**config.mk**
```make
export PLATFORM = sky130hd
export DESIGN_NAME = event_rate_history_counter_core
export DESIGN_NICKNAME = d
export VERILOG_FILES = /design/src/rtl/erhc_pkg.sv /design/src/rtl/event_rate_history_counter_core.sv /design/src/rtl/erhc_div.sv /design/src/rtl/erhc_ctrl.sv /design/src/rtl/erhc_dp.sv
export SDC_FILE = /design/constraint.sdc
export NUM_CORES = 2
export LEC_CHECK = 0
export BUFFER_PORTS_ARGS = -buffer_cell sky130_fd_sc_hd__buf_2
export CAP_MARGIN = 0
export CORE_MARGIN = 3
export CORE_UTILIZATION = 51
export CTS_CLUSTER_SIZE = 24
export DETAILED_ROUTE_END_ITERATION = 12
export PLACE_DENSITY = 0.67
export SYNTH_ARGS = -nofsm -noshare
export SYNTH_HDL_FRONTEND = slang
export SYNTH_SLANG_ARGS = --single-unit
```
**constraint.sdc**
```tcl
create_clock -name clock -period 21.4 [get_ports clock]
set_input_delay 1.07 -clock clock [delete_from_list [all_inputs] [get_ports clock]]
set_output_delay 1.07 -clock clock [all_outputs]
set_load 0.1 [all_outputs]
```
**src/rtl/erhc_pkg.sv**
```systemverilog
// Shared types, codes and constants for the event rate history counter.
package erhc_pkg;

   localparam int HISTORY_DEPTH_DEF = 16;
   localparam int TIME_W            = 48;
   localparam int WORD_W            = 32;
   localparam int CFG_W             = 5;
   localparam int WIN_W             = 5;
   localparam int DIV_W             = 48;
   localparam logic [TIME_W-1:0] MS_PER_SEC = 48'd1000;
   localparam logic [DIV_W-1:0]  MS_Q16     = 48'd65536000;

   typedef enum logic [1:0] {
      OP_COUNT = 2'd0,
      OP_START = 2'd1,
      OP_CLEAR = 2'd2,
      OP_QUERY = 2'd3
   } op_type;

   typedef enum logic [1:0] {
      DIV_ELAPSED = 2'd0,
      DIV_AVG     = 2'd1,
      DIV_MIN     = 2'd2,
      DIV_MAX     = 2'd3
   } div_type;

   typedef enum logic [2:0] {
      ST_IDLE,
      ST_READ,
      ST_MERGE,
      ST_DIV_GO,
      ST_DIV_WAIT,
      ST_OUT
   } state_type;

   typedef struct packed {
      logic [1:0]        operation;
      logic [TIME_W-1:0] timestamp;
      logic [WIN_W-1:0]  window_cycles;
   } req_type;

   typedef struct packed {
      logic [WORD_W-1:0] count_sum;
      logic [WORD_W-1:0] rate_average;
      logic [WORD_W-1:0] rate_minimum;
      logic [WORD_W-1:0] rate_maximum;
      logic [TIME_W-1:0] window_start;
   } rsp_type;

   typedef struct packed {
      logic    accept;
      logic    merge;
      logic    div_start;
      logic    div_capture;
      div_type div_sel;
      logic    load_rsp;
   } cmd_type;

   typedef struct packed {
      logic is_query;
      logic more;
      logic div_done;
   } status_type;

endpackage

```
**src/rtl/event_rate_history_counter_core.sv**
```systemverilog
// Top level of the event rate history counter.
// Count, start-cycle and clear beats are accepted back to back while no
// query is in progress. A query beat walks the older records of its window,
// each through the registered read of the record store and a merge step, then
// turns the elapsed milliseconds into whole seconds (radix-16 compare and
// subtract by 1000), then runs three divisions (average, minimum and maximum
// rate) in turn on one shared restoring divider at one quotient bit per cycle.
// The result stays in an output register until taken, while non-query beats
// continue to be accepted.
module event_rate_history_counter_core #(
   parameter int HISTORY_DEPTH = erhc_pkg::HISTORY_DEPTH_DEF
) (
   input  logic                         clock,
   input  logic                         reset,
   input  logic                         req_valid,
   output logic                         req_ready,
   input  erhc_pkg::req_type            req_data,
   output logic                         rsp_valid,
   input  logic                         rsp_ready,
   output erhc_pkg::rsp_type            rsp_data,
   input  logic                         csr_wr_en,
   input  logic [erhc_pkg::CFG_W-1:0]   csr_wr_data
);
   import erhc_pkg::*;

   cmd_type    cmd;
   status_type status;

   erhc_ctrl u_ctrl (
      .clock     (clock),
      .reset     (reset),
      .req_valid (req_valid),
      .req_ready (req_ready),
      .rsp_valid (rsp_valid),
      .rsp_ready (rsp_ready),
      .status    (status),
      .cmd       (cmd)
   );

   erhc_dp #(.HISTORY_DEPTH(HISTORY_DEPTH)) u_dp (
      .clock       (clock),
      .reset       (reset),
      .req_data    (req_data),
      .rsp_data    (rsp_data),
      .csr_wr_en   (csr_wr_en),
      .csr_wr_data (csr_wr_data),
      .cmd         (cmd),
      .status      (status)
   );
endmodule

```
**src/rtl/erhc_div.sv**
```systemverilog
// Restoring divider, one quotient bit per cycle.
module erhc_div (
   input  logic                          clock,
   input  logic                          reset,
   input  logic                          start,
   input  logic [erhc_pkg::DIV_W-1:0]    num,
   input  logic [erhc_pkg::DIV_W-1:0]    den,
   output logic                          done,
   output logic [erhc_pkg::DIV_W-1:0]    quo
);
   import erhc_pkg::*;

   localparam int CW = $clog2(DIV_W);

   logic [DIV_W:0]   rem_ff, rem_in;
   logic [DIV_W-1:0] quo_ff, quo_in;
   logic [DIV_W-1:0] den_ff;
   logic [CW-1:0]    cnt_ff;
   logic             busy_ff, done_ff;
   logic [DIV_W:0]   trial;

   always_comb begin
      trial  = {rem_ff[DIV_W-1:0], quo_ff[DIV_W-1]};
      rem_in = trial;
      quo_in = {quo_ff[DIV_W-2:0], 1'b0};
      if (trial >= {1'b0, den_ff}) begin
         rem_in    = trial - {1'b0, den_ff};
         quo_in[0] = 1'b1;
      end
   end

   always_ff @(posedge clock) begin
      if (reset) begin
         busy_ff <= 1'b0;
         done_ff <= 1'b0;
         cnt_ff  <= '0;
      end else begin
         done_ff <= 1'b0;
         if (start) begin
            busy_ff <= 1'b1;
            cnt_ff  <= '0;
         end else if (busy_ff) begin
            cnt_ff <= cnt_ff + 1'b1;
            if (cnt_ff == CW'(DIV_W-1)) begin
               busy_ff <= 1'b0;
               done_ff <= 1'b1;
            end
         end
      end
   end

   always_ff @(posedge clock) begin
      if (start) begin
         rem_ff <= '0;
         quo_ff <= num;
         den_ff <= den;
      end else if (busy_ff) begin
         rem_ff <= rem_in;
         quo_ff <= quo_in;
      end
   end

   assign done = done_ff;
   assign quo  = quo_ff;
endmodule

```
**src/rtl/erhc_ctrl.sv**
```systemverilog
// Sequencer for query walks, divisions and the result register.
module erhc_ctrl (
   input  logic                   clock,
   input  logic                   reset,
   input  logic                   req_valid,
   output logic                   req_ready,
   output logic                   rsp_valid,
   input  logic                   rsp_ready,
   input  erhc_pkg::status_type   status,
   output erhc_pkg::cmd_type      cmd
);
   import erhc_pkg::*;

   state_type state_ff, state_in;
   div_type   sel_ff, sel_in;
   logic      rsp_valid_ff, rsp_valid_in;

   always_ff @(posedge clock) begin
      if (reset) begin
         state_ff     <= ST_IDLE;
         sel_ff       <= DIV_ELAPSED;
         rsp_valid_ff <= 1'b0;
      end else begin
         state_ff     <= state_in;
         sel_ff       <= sel_in;
         rsp_valid_ff <= rsp_valid_in;
      end
   end

   always_comb begin
      state_in     = state_ff;
      sel_in       = sel_ff;
      rsp_valid_in = rsp_valid_ff && !rsp_ready;
      req_ready    = 1'b0;
      cmd          = '0;
      cmd.div_sel  = sel_ff;
      case (state_ff)
         ST_IDLE: begin
            req_ready  = 1'b1;
            cmd.accept = req_valid;
            if (req_valid && status.is_query) begin
               state_in = ST_READ;
            end
         end
         ST_READ: begin
            if (status.more) begin
               state_in = ST_MERGE;
            end else begin
               sel_in   = DIV_ELAPSED;
               state_in = ST_DIV_GO;
            end
         end
         ST_MERGE: begin
            cmd.merge = 1'b1;
            state_in  = ST_READ;
         end
         ST_DIV_GO: begin
            cmd.div_start = 1'b1;
            state_in      = ST_DIV_WAIT;
         end
         ST_DIV_WAIT: begin
            if (status.div_done) begin
               cmd.div_capture = 1'b1;
               if (sel_ff == DIV_MAX) begin
                  state_in = ST_OUT;
               end else begin
                  sel_in   = div_type'(sel_ff + 2'd1);
                  state_in = ST_DIV_GO;
               end
            end
         end
         ST_OUT: begin
            if (!rsp_valid_ff || rsp_ready) begin
               cmd.load_rsp = 1'b1;
               rsp_valid_in = 1'b1;
               state_in     = ST_IDLE;
            end
         end
         default: begin
            state_in = ST_IDLE;
         end
      endcase
   end

   assign rsp_valid = rsp_valid_ff;
endmodule

```
**src/rtl/erhc_dp.sv**
```systemverilog
// Record store, current cycle registers, query accumulators, seconds converter, divider and result register.
module erhc_dp #(
   parameter int HISTORY_DEPTH = erhc_pkg::HISTORY_DEPTH_DEF
) (
   input  logic                          clock,
   input  logic                          reset,
   input  erhc_pkg::req_type             req_data,
   output erhc_pkg::rsp_type             rsp_data,
   input  logic                          csr_wr_en,
   input  logic [erhc_pkg::CFG_W-1:0]    csr_wr_data,
   input  erhc_pkg::cmd_type             cmd,
   output erhc_pkg::status_type          status
);
   import erhc_pkg::*;

   localparam int IDX_W = (HISTORY_DEPTH > 1) ? $clog2(HISTORY_DEPTH) : 1;
   localparam int CNT_W = $clog2(HISTORY_DEPTH + 1);
   localparam int CMP_W = ((CNT_W > CFG_W) ? CNT_W : CFG_W) + 1;
   localparam logic [CMP_W-1:0] DEPTH_C = CMP_W'(HISTORY_DEPTH);
   localparam int SEC_DIG   = 4;
   localparam int SEC_STEPS = TIME_W / SEC_DIG;
   localparam int REM_W     = 10;
   localparam int TRIAL_W   = REM_W + SEC_DIG;

   typedef struct packed {
      logic [TIME_W-1:0] start;
      logic [WORD_W-1:0] count;
      logic [WORD_W-1:0] min_iv;
      logic [WORD_W-1:0] max_iv;
   } rec_type;

   typedef struct packed {
      logic [WORD_W-1:0] sum;
      logic [TIME_W-1:0] oldest;
      logic              missing;
      logic [WORD_W-1:0] largest;
      logic [WORD_W-1:0] smallest;
   } acc_type;

   function automatic acc_type merge_rec(acc_type a, rec_type r);
      acc_type         o;
      logic [WORD_W:0] s;
      o      = a;
      s      = {1'b0, a.sum} + {1'b0, r.count};
      o.sum  = s[WORD_W] ? '1 : s[WORD_W-1:0];
      o.oldest = r.start;
      if (r.max_iv == '0) begin
         o.missing = 1'b1;
      end else if (r.max_iv > a.largest) begin
         o.largest = r.max_iv;
      end
      if (r.min_iv != '0 && (a.smallest == '0 || r.min_iv < a.smallest)) begin
         o.smallest = r.min_iv;
      end
      return o;
   endfunction

   function automatic logic [WORD_W-1:0] sat_q(logic [DIV_W-1:0] q);
      return (q[DIV_W-1:WORD_W] != '0) ? '1 : q[WORD_W-1:0];
   endfunction

   function automatic logic [TIME_W-1:0] abs_diff(logic [TIME_W-1:0] a,
                                                  logic [TIME_W-1:0] b);
      return (a >= b) ? (a - b) : (b - a);
   endfunction

   rec_type           mem [HISTORY_DEPTH];
   rec_type           mem_q_ff;
   rec_type           cur_ff, cur_in;
   logic [TIME_W-1:0] last_ff, last_in;
   logic              pend_ff, pend_in;
   logic [IDX_W-1:0]  idx_ff, idx_in;
   logic [CNT_W-1:0]  stored_ff, stored_in;
   logic [CFG_W-1:0]  cfg_ff;
   acc_type           acc_ff;
   logic [TIME_W-1:0] ts_q_ff;
   logic [CNT_W-1:0]  n_ff, k_ff;
   logic [TIME_W-1:0] elapsed_ff;
   logic [WORD_W-1:0] avg_ff, rmin_ff, rmax_ff;
   rsp_type           rsp_ff;

   logic [CMP_W-1:0]  keep, stored_c, win_c, kdiff;
   logic              start_ok, write_rec;
   logic [TIME_W-1:0] d64;
   logic [WORD_W-1:0] d32;
   logic [IDX_W-1:0]  rd_idx;
   logic [DIV_W-1:0]  div_num, div_den, div_quo;
   logic              div_done;
   acc_type           acc_init;

   logic [TIME_W-1:0]  sec_num_ff, sec_quo_ff;
   logic [REM_W-1:0]   sec_rem_ff, sec_rem_in;
   logic [3:0]         sec_cnt_ff;
   logic               sec_busy_ff, sec_done_ff;
   logic [TRIAL_W-1:0] sec_trial, sec_sub;
   logic [SEC_DIG-1:0] sec_digit;
   logic               sec_start, div_start;

   assign keep     = (CMP_W'(cfg_ff) > DEPTH_C) ? DEPTH_C : CMP_W'(cfg_ff);
   assign stored_c = CMP_W'(stored_ff);
   assign win_c    = CMP_W'(req_data.window_cycles);
   assign start_ok = (keep != '0) && (req_data.timestamp > cur_ff.start);
   assign write_rec = cmd.accept && (req_data.operation == OP_START) && start_ok;
   assign d64      = abs_diff(req_data.timestamp, last_ff);
   assign d32      = (d64[TIME_W-1:WORD_W] != '0) ? '1 : d64[WORD_W-1:0];

   always_comb begin
      if (CMP_W'(idx_ff) >= CMP_W'(k_ff)) begin
         kdiff = CMP_W'(idx_ff) - CMP_W'(k_ff);
      end else begin
         kdiff = CMP_W'(idx_ff) + DEPTH_C - CMP_W'(k_ff);
      end
      rd_idx = kdiff[IDX_W-1:0];
   end

   always_comb begin
      cur_in    = cur_ff;
      last_in   = last_ff;
      pend_in   = pend_ff;
      idx_in    = idx_ff;
      stored_in = stored_ff;
      if (cmd.accept) begin
         case (req_data.operation)
            OP_COUNT: begin
               if (cur_ff.count != '1) begin
                  cur_in.count = cur_ff.count + 1'b1;
               end
               if (!pend_ff) begin
                  if (cur_ff.max_iv == '0 || d32 > cur_ff.max_iv) begin
                     cur_in.max_iv = d32;
                  end
                  if (cur_ff.min_iv == '0 || d32 < cur_ff.min_iv) begin
                     cur_in.min_iv = d32;
                  end
               end
               last_in = req_data.timestamp;
               pend_in = 1'b0;
            end
            OP_START: begin
               if (start_ok) begin
                  idx_in = (idx_ff == IDX_W'(HISTORY_DEPTH - 1)) ? '0 : idx_ff + 1'b1;
                  stored_in = (stored_c > keep - 1'b1) ? CNT_W'(keep) : stored_ff + 1'b1;
                  cur_in  = '{start: req_data.timestamp, default: '0};
                  last_in = '0;
                  pend_in = 1'b1;
               end
            end
            OP_CLEAR: begin
               idx_in    = '0;
               stored_in = CNT_W'(1);
               cur_in    = '{start: req_data.timestamp, default: '0};
               last_in   = '0;
               pend_in   = 1'b1;
            end
            default: begin
            end
         endcase
      end
   end

   always_ff @(posedge clock) begin
      if (reset) begin
         cur_ff    <= '0;
         last_ff   <= '0;
         pend_ff   <= 1'b1;
         idx_ff    <= '0;
         stored_ff <= CNT_W'(1);
         cfg_ff    <= CFG_W'(1);
      end else begin
         cur_ff    <= cur_in;
         last_ff   <= last_in;
         pend_ff   <= pend_in;
         idx_ff    <= idx_in;
         stored_ff <= stored_in;
         if (csr_wr_en) begin
            cfg_ff <= csr_wr_data;
         end
      end
   end

   always_ff @(posedge clock) begin
      if (write_rec) begin
         mem[idx_ff] <= cur_ff;
      end
      mem_q_ff <= mem[rd_idx];
   end

   assign acc_init = merge_rec('{missing: 1'b0, default: '0}, cur_ff);

   always_ff @(posedge clock) begin
      if (cmd.accept && req_data.operation == OP_QUERY) begin
         acc_ff  <= acc_init;
         ts_q_ff <= req_data.timestamp;
         k_ff    <= CNT_W'(1);
         n_ff    <= (win_c == '0 || win_c > stored_c) ? stored_ff : CNT_W'(win_c);
      end else if (cmd.merge) begin
         acc_ff <= merge_rec(acc_ff, mem_q_ff);
         k_ff   <= k_ff + 1'b1;
      end
   end

   // elapsed ms to whole seconds: radix-16 compare and subtract against multiples of 1000
   always_comb begin
      sec_trial = {sec_rem_ff, sec_num_ff[TIME_W-1 -: SEC_DIG]};
      sec_digit = '0;
      sec_sub   = '0;
      for (int j = 1; j < (1 << SEC_DIG); j++) begin
         if (sec_trial >= TRIAL_W'(MS_PER_SEC * j)) begin
            sec_digit = SEC_DIG'(j);
            sec_sub   = TRIAL_W'(MS_PER_SEC * j);
         end
      end
      sec_rem_in = REM_W'(sec_trial - sec_sub);
   end

   assign sec_start = cmd.div_start && (cmd.div_sel == DIV_ELAPSED);
   assign div_start = cmd.div_start && (cmd.div_sel != DIV_ELAPSED);

   always_ff @(posedge clock) begin
      if (reset) begin
         sec_busy_ff <= 1'b0;
         sec_done_ff <= 1'b0;
         sec_cnt_ff  <= '0;
      end else begin
         sec_done_ff <= 1'b0;
         if (sec_start) begin
            sec_busy_ff <= 1'b1;
            sec_cnt_ff  <= '0;
         end else if (sec_busy_ff) begin
            sec_cnt_ff <= sec_cnt_ff + 1'b1;
            if (sec_cnt_ff == 4'(SEC_STEPS - 1)) begin
               sec_busy_ff <= 1'b0;
               sec_done_ff <= 1'b1;
            end
         end
      end
   end

   always_ff @(posedge clock) begin
      if (sec_start) begin
         sec_rem_ff <= '0;
         sec_num_ff <= abs_diff(acc_ff.oldest, ts_q_ff);
         sec_quo_ff <= '0;
      end else if (sec_busy_ff) begin
         sec_rem_ff <= sec_rem_in;
         sec_num_ff <= {sec_num_ff[TIME_W-SEC_DIG-1:0], {SEC_DIG{1'b0}}};
         sec_quo_ff <= {sec_quo_ff[TIME_W-SEC_DIG-1:0], sec_digit};
      end
   end

   always_comb begin
      case (cmd.div_sel)
         DIV_ELAPSED: begin
            div_num = '0;
            div_den = '0;
         end
         DIV_AVG: begin
            div_num = {acc_ff.sum, 16'h0000};
            div_den = elapsed_ff;
         end
         DIV_MIN: begin
            div_num = MS_Q16;
            div_den = DIV_W'(acc_ff.largest);
         end
         default: begin
            div_num = MS_Q16;
            div_den = DIV_W'(acc_ff.smallest);
         end
      endcase
   end

   erhc_div u_div (
      .clock (clock),
      .reset (reset),
      .start (div_start),
      .num   (div_num),
      .den   (div_den),
      .done  (div_done),
      .quo   (div_quo)
   );

   always_ff @(posedge clock) begin
      if (cmd.div_capture) begin
         case (cmd.div_sel)
            DIV_ELAPSED: elapsed_ff <= sec_quo_ff;
            DIV_AVG:     avg_ff  <= (elapsed_ff == '0) ? '0 : sat_q(div_quo);
            DIV_MIN:     rmin_ff <= (acc_ff.missing || acc_ff.largest == '0) ? '0
                                                                   : sat_q(div_quo);
            default:     rmax_ff <= (acc_ff.smallest == '0) ? '0 : sat_q(div_quo);
         endcase
      end
      if (cmd.load_rsp) begin
         rsp_ff <= '{count_sum:    acc_ff.sum,
                     rate_average: avg_ff,
                     rate_minimum: rmin_ff,
                     rate_maximum: rmax_ff,
                     window_start: acc_ff.oldest};
      end
   end

   assign status.is_query = (req_data.operation == OP_QUERY);
   assign status.more     = (k_ff < n_ff);
   assign status.div_done = (cmd.div_sel == DIV_ELAPSED) ? sec_done_ff : div_done;
   assign rsp_data        = rsp_ff;
endmodule

```
[Word-level counts from Yosys, hierarchy flattened]
Memory sizes are Yosys's and may differ from the RTL's. A register that Yosys moved wholly into a read port is not among the register bits.
Cells that the tools add are included.
Storage, ports and cells
  output and inout bits: 178
  bits of input ports: 65
  memories: 1
  word-level logic and storage cells: 283
  memory bits (writable): 2304
  register bits after elaboration: 1000
Memories
  u_dp.mem: depth 16, bits a word 144, rd ports 1, clocked after Yosys merged registers in 1, wr ports 1, line erhc_dp.sv:67  | rec_type mem [HISTORY_DEPTH];
Operators by class
  reductions and logical operators: 61
  eq/ne operators: 26
  muxes and demuxes: 104
  $add $sub $neg: 18
  magnitude comparators: 29
  bitwise gates (word level): 3
Operators with widths (number)
  two-way mux 32 bit: 12
  two-way mux 48 bit: 8
  two-way mux 145 bit: 2
  one-hot mux 48 bit (3 select lines): 2
  one-hot mux 96 bit (3 select lines): 1
  subtractor 48 bit: 5
  one-hot mux 48 bit (2 select lines): 2
  zero test 32 bit: 5
  two-way mux 10 bit: 15
  two-way mux 144 bit: 1
  greater-or-equal comparator 14 bit (second input constant): 7
  greater-or-equal comparator 48 bit: 2
  greater-than comparator 32 bit: 2
  < comparator 32 bit: 2
  two-way mux 64 bit: 1
  nonzero test 32 bit: 2
  greater-or-equal comparator 14 x 13 -> 1 bit (second input constant): 4
  greater-or-equal comparator 49 x 48 -> 1 bit: 1
  greater-than comparator 48 bit: 1
  zero test 48 bit: 1
  two-way mux 4 bit: 11
  adder 32 x 32 -> 33 bit: 1
  adder 32 x 1 -> 32 bit (second input constant): 1
  greater-than comparator 32 x 1 -> 1 bit (second input constant): 1
  51 further kinds: 151

[Longest topological paths before layout]
  depth after elaboration: 17
  gate-level depth with buffers: 34
  depth with buffers taken out: 30

[Hierarchy]
A second synthesis with hierarchy kept.
Second synthesis, totals
  cells, all modules: 10280
  area, all modules: 149251.9 sq um
By module, submodules not included
  erhc_dp: area an instance 140120.6 sq um, instances 1, cells each 9397, seq. area each 94590.7 sq um
  erhc_div: area an instance 8733.4 sq um, instances 1, cells each 838, seq. area each 4003.8 sq um
  erhc_ctrl: area an instance 397.9 sq um, instances 1, cells each 45, seq. area each 120.1 sq um

[Least setup slack after synthesis]
No wires, ideal clock.
  path type: reg2reg
  start point: reg u_ctrl.state_ff[0]
  end point: mem u_dp.mem[1][0] (netlist name) (enable)
  arrival: 13464 ps
  library setup time: 823 ps
  slack: 7113 ps
  required time: 20577 ps
  path buffers: 0
  period minus slack after synthesis: 14287 ps
  cell stages (with the launch flop): 6
  cells stage by stage: dfxtp_1 > nor3_1 > nand2_1 > nor3_1 > nand2_1 > nor3_1
Between the ends
  longest elaborated chain between the ends: 6
Ends and longest elaborated chain
  start: declaration: line erhc_ctrl.sv:14  | state_type state_ff, state_in;
  start signal: assignment: line erhc_ctrl.sv:24  | state_ff <= state_in;
  zero test 3 bit: line erhc_ctrl.sv:37  | case (state_ff)
  two-way mux 1 bit: line erhc_ctrl.sv:37
  logical AND 1 bit (2 in series): line erhc_dp.sv:103  | assign write_rec = cmd.accept && (req_data.operation == OP_START) && start_ok;
  two-way mux 1 bit: line erhc_dp.sv:182  | if (write_rec) begin
  two-way mux 1 bit (implied by the code): line erhc_dp.sv:183  | mem[idx_ff] <= cur_ff;
  end: declaration: line erhc_dp.sv:67
No other way between the ends.

[Worst setup path after layout]
  start point: in req_data[45] (netlist name)
  end point: reg u_dp.cur_ff[34] (netlist name)
Between the ends
  longest elaborated chain between the ends: 8
  elaborated cells on any way between the ends: 16
  those cells by class: add/sub (2); order compare (3); eq/ne (2); mux (5); reduce/logical (4)
Ends and longest elaborated chain
  start: declaration: line event_rate_history_counter_core.sv:17  | input erhc_pkg::req_type req_data,
  subtractor 48 bit / greater-or-equal comparator 48 bit (equally long branches): line erhc_dp.sv:64  | return (a >= b) ? (a - b) : (b - a);
  two-way mux 48 bit: line erhc_dp.sv:64
  nonzero test 16 bit: line erhc_dp.sv:105  | assign d32 = (d64[TIME_W-1:WORD_W] != '0) ? '1 : d64[WORD_W-1:0];
  two-way mux 32 bit: line erhc_dp.sv:105
  < comparator 32 bit: line erhc_dp.sv:132  | if (cur_ff.min_iv == '0 || d32 < cur_ff.min_iv) begin
  logical OR 1 bit: line erhc_dp.sv:132
  != test 2 x 1 -> 1 bit (no source line)
  AND reduction 5 bit (no source line)
  end signal: assignment: line erhc_dp.sv:170  | cur_ff <= cur_in;
  end: declaration: line erhc_dp.sv:69  | rec_type cur_ff, cur_in;
Several ways; a longest one is shown, not always the timed one. The select of a mux whose other input is x is not followed.
A chain may end at the register's enable or synchronous reset.

==> results.json <==
{
  "syn_area_per_cell_um2": 14.62,
  "cp_common_cell": "a21o_1",
  "synth_edf_count": 2966,
  "pre_cts_slack_ns": 10.95,
  "die_x_um": 545.3,
  "insertion_delay_ns": 0.96,
  "cts_resized": 0,
  "crit_path_max_fanout": 63,
  "drv_slew": 0,
  "combPwrFrac": 0.261,
  "cpPeakStageDelay_ns": 0.77,
  "synth_top_area_cell": "edfxtp_1",
  "nFillCells": 22165,
  "rsz0062_at_grt": "false",
  "clkSinkCount": 3448,
  "worstMarginPinSlew_ns": 1.233,
  "powerDensity_nw_per_um2": 116.9,
  "seqPwrFrac": 0.414,
  "cts_max_level": 5,
  "fin_util": 0.5742,
  "multi_input_comb_area_um2": 45860,
  "ys_types": 89,
  "outcome": "finished clean",
  "synth_top_area_frac": 0.6005,
  "antenna_found_initial": 14,
  "fin_tns_setup_ns": 0,
  "core_area_um2": 288600,
  "numCtsBuffers": 353,
  "grt_usage": 0.2666,
  "final-seq-area_um2": 98720,
  "grt_pass1_vias": 89369,
  "grt_max_degree": 131,
  "drt_iter0_drc": 9914,
  "min_path_type": "in -> reg",
  "ir_drop_v": 0.0002433,
  "cp_top_family": "simple AND/OR/NAND/NOR gates",
  "endpoint_kind": "flip-flop",
  "die_area_um2": 297300,
  "placed_cells": 13877,
  "critPathBufInv": 4,
  "routed-via-count": 89905,
  "yosys-top-cells-count": "2966 x edfxtp_1, 823 x nand2_1, 576 x mux4_2, 559 x nor2_1, 512 x inv_1",
  "leakagePower_nw": 57.20,
  "crit_required_ns": 22.17,
  "ios": 243,
  "skew_ns": 0.1065,
  "gp_congestion": 0.9492,
  "ys_ff_latch": 3448,
  "num_rows": 197,
  "power.internal_mw": 13.47,
  "syn_inst": 10145,
  "start_util": 0.5139,
  "setup_viol": 0,
  "maxCapViolCount": 0,
  "drive_above_1_share": 0.1517,
  "post-route-min-period_ns": 9.614,
  "dp_hpwl_mm": 250.3,
  "hold_buffers": 0,
  "ff2ff_setup_slack_ns": 11.87,
  "avgRoutedWirePerCell_um": 27.82,
  "ant_nets": 0,
  "ys_top_cells_by_area": "edfxtp_1 60%, mux4_2 8.7%, dfxtp_1 6.5%, ha_1 4.1%, nand2_1 2.1%",
  "netSwitchingFraction": 0.3051,
  "critical_path_class": "in -> reg",
  "drc": 0,
  "fin_ws_ns": 11.79,
  "wirelength_mm": 404.6,
  "fin_crit_sh": 0.4493,
  "final_cells": 14542,
  "seq_area_frac_synth": 0.6655,
  "grt_pass1_wl_mm": 596.2,
  "synth_flop_cell": "edfxtp_1",
  "yosysMostFrequentCell": "edfxtp_1",
  "slew_headroom": 0.1743,
  "max_freq_mhz": 104.0,
  "yosysWarnings": 0,
  "p_sw_mw": 5.912,
  "cts_root_buf": "clkbuf_16",
  "routed_via_density": 6.182,
  "hold_viol": 0,
  "fp.dieH_um": 545.3,
  "cts_tree": "built",
  "p_clk_frac": 0.325,
  "clk_path_buf_depth": 4,
  "area_growth_pct": 11.74,
  "synth_area_um2": 148300,
  "cts_setup_buffers": 0,
  "clk_pin_slew_ns": 0.06,
  "arrival_ns": 10.39,
  "finalNetCount": 10911,
  "grt_overflow_total": 0,
  "timing.critical_path.slowest_stage_cell": "and2_1",
  "dr.pass1.iters": 8,
  "synth_nets": 10704,
  "async_reset_ff_frac": 0,
  "crit_path_start_kind": "input port",
  "port_buffers": 242
}
[flip-flops by register name, summed over array words and instances (netlist names), 96 cells and up]
signal	cells
u_dp.mem	2304
u_dp.rsp_data	176
u_dp.acc_ff	145
u_dp.mem_q_ff	144
u_dp.cur_ff	96
[through the flow]
stage                     power (mW)  cell area [µm²]  hold WS [ns]
after detailed placement       13.19           153800        0.4045
final                          19.38           165700        0.3388
after CTS                      19.48           165700        0.2703
after global placement         13.13           153800        0.4014
after floorplan                11.65           148300        0.4003
after global routing           20.20           165700        0.2993
[routing by layer]
| layer | wire length, µm | up-vias | GRT usage | part of all wire |
|---|---|---|---|---|
| met3 | 32990 | 616 | 0.04811 | 0.082 |
| met2 | 188600 | 3766 | 0.4176 | 0.47 |
| li1 | - | 39293 | - | - |
| met4 | 10300 | 10 | 0.06726 | 0.025 |
| met1 | 172600 | 46220 | 0.3888 | 0.43 |
| met5 | 69 | - | 0 | 0.00017 |
[layout make-up]
type                       instances  area share
timing repair buffer             383     0.01464
antenna                            5  0.00007549
sequential                      3448      0.5956
multi-input combinational       5653      0.2767
inverter                         513     0.01163
clock inverter                   178     0.01256
tap                             3880     0.02929
clock buffer                     482     0.05948
[cell families after synthesis]
logic type / after synthesis / synth area share
adders and majority gates: 494 / 0.04208
muxes: 733 / 0.09813
buffers and inverters: 1044 / 0.02724
AOI/OAI and AO/OA: 1944 / 0.08308
and+or+nand+nor: 2283 / 0.07218
xor gates and xnor gates: 199 / 0.01175
DFF: 3448 / 0.6655
[layout by cell type, fill, tap and decap left out, types with 49 or more instances in the layout]
cell type,n
edfxtp_1,2966
nand2_1,822
mux4_2,576
nor2_1,543
inv_1,510
a21oi_1,498
ha_1,482
dfxtp_1,480
o21ai_0,442
clkbuf_16,361
buf_2,241
a211oi_1,194
and2_1,193
a31oi_1,188
a21o_1,181
mux2i_1,148
buf_4,129
nand4_1,127
xnor2_1,118
nand3_1,98
nor4_1,89
clkbuf_1,84
nor3_1,81
or3_1,80
xor2_1,78
clkinv_2,67
nor2b_1,56
nand2b_1,56
o21bai_1,49
[final timing paths]
kind | end | startpoint | depth (start not counted)
setup / recovery | u_dp.cur_ff[34] | req_data[45] | 31
hold / removal | u_dp.cfg_ff[0] | csr_wr_data[0] | 2
setup reg to reg | u_dp.cur_ff[34] | u_dp.last_ff[40] | 29
hold reg to reg | u_dp.rsp_data[115] | u_dp.avg_ff[3] | 0
[power groups by stage]
stage / Sequential [mW] / Combinational [mW] / Clock [mW]
6_report: 8.02 / 5.06 / 6.30
5_1_grt: 8.03 / 5.49 / 6.67
4_1_cts: 8.01 / 5.07 / 6.40
3_5_place_dp: 8.14 / 5.04 / 0
3_3_place_gp: 8.13 / 4.99 / 0
2_1_floorplan: 7.91 / 3.74 / 0
(Power assumes the default switching activity.)
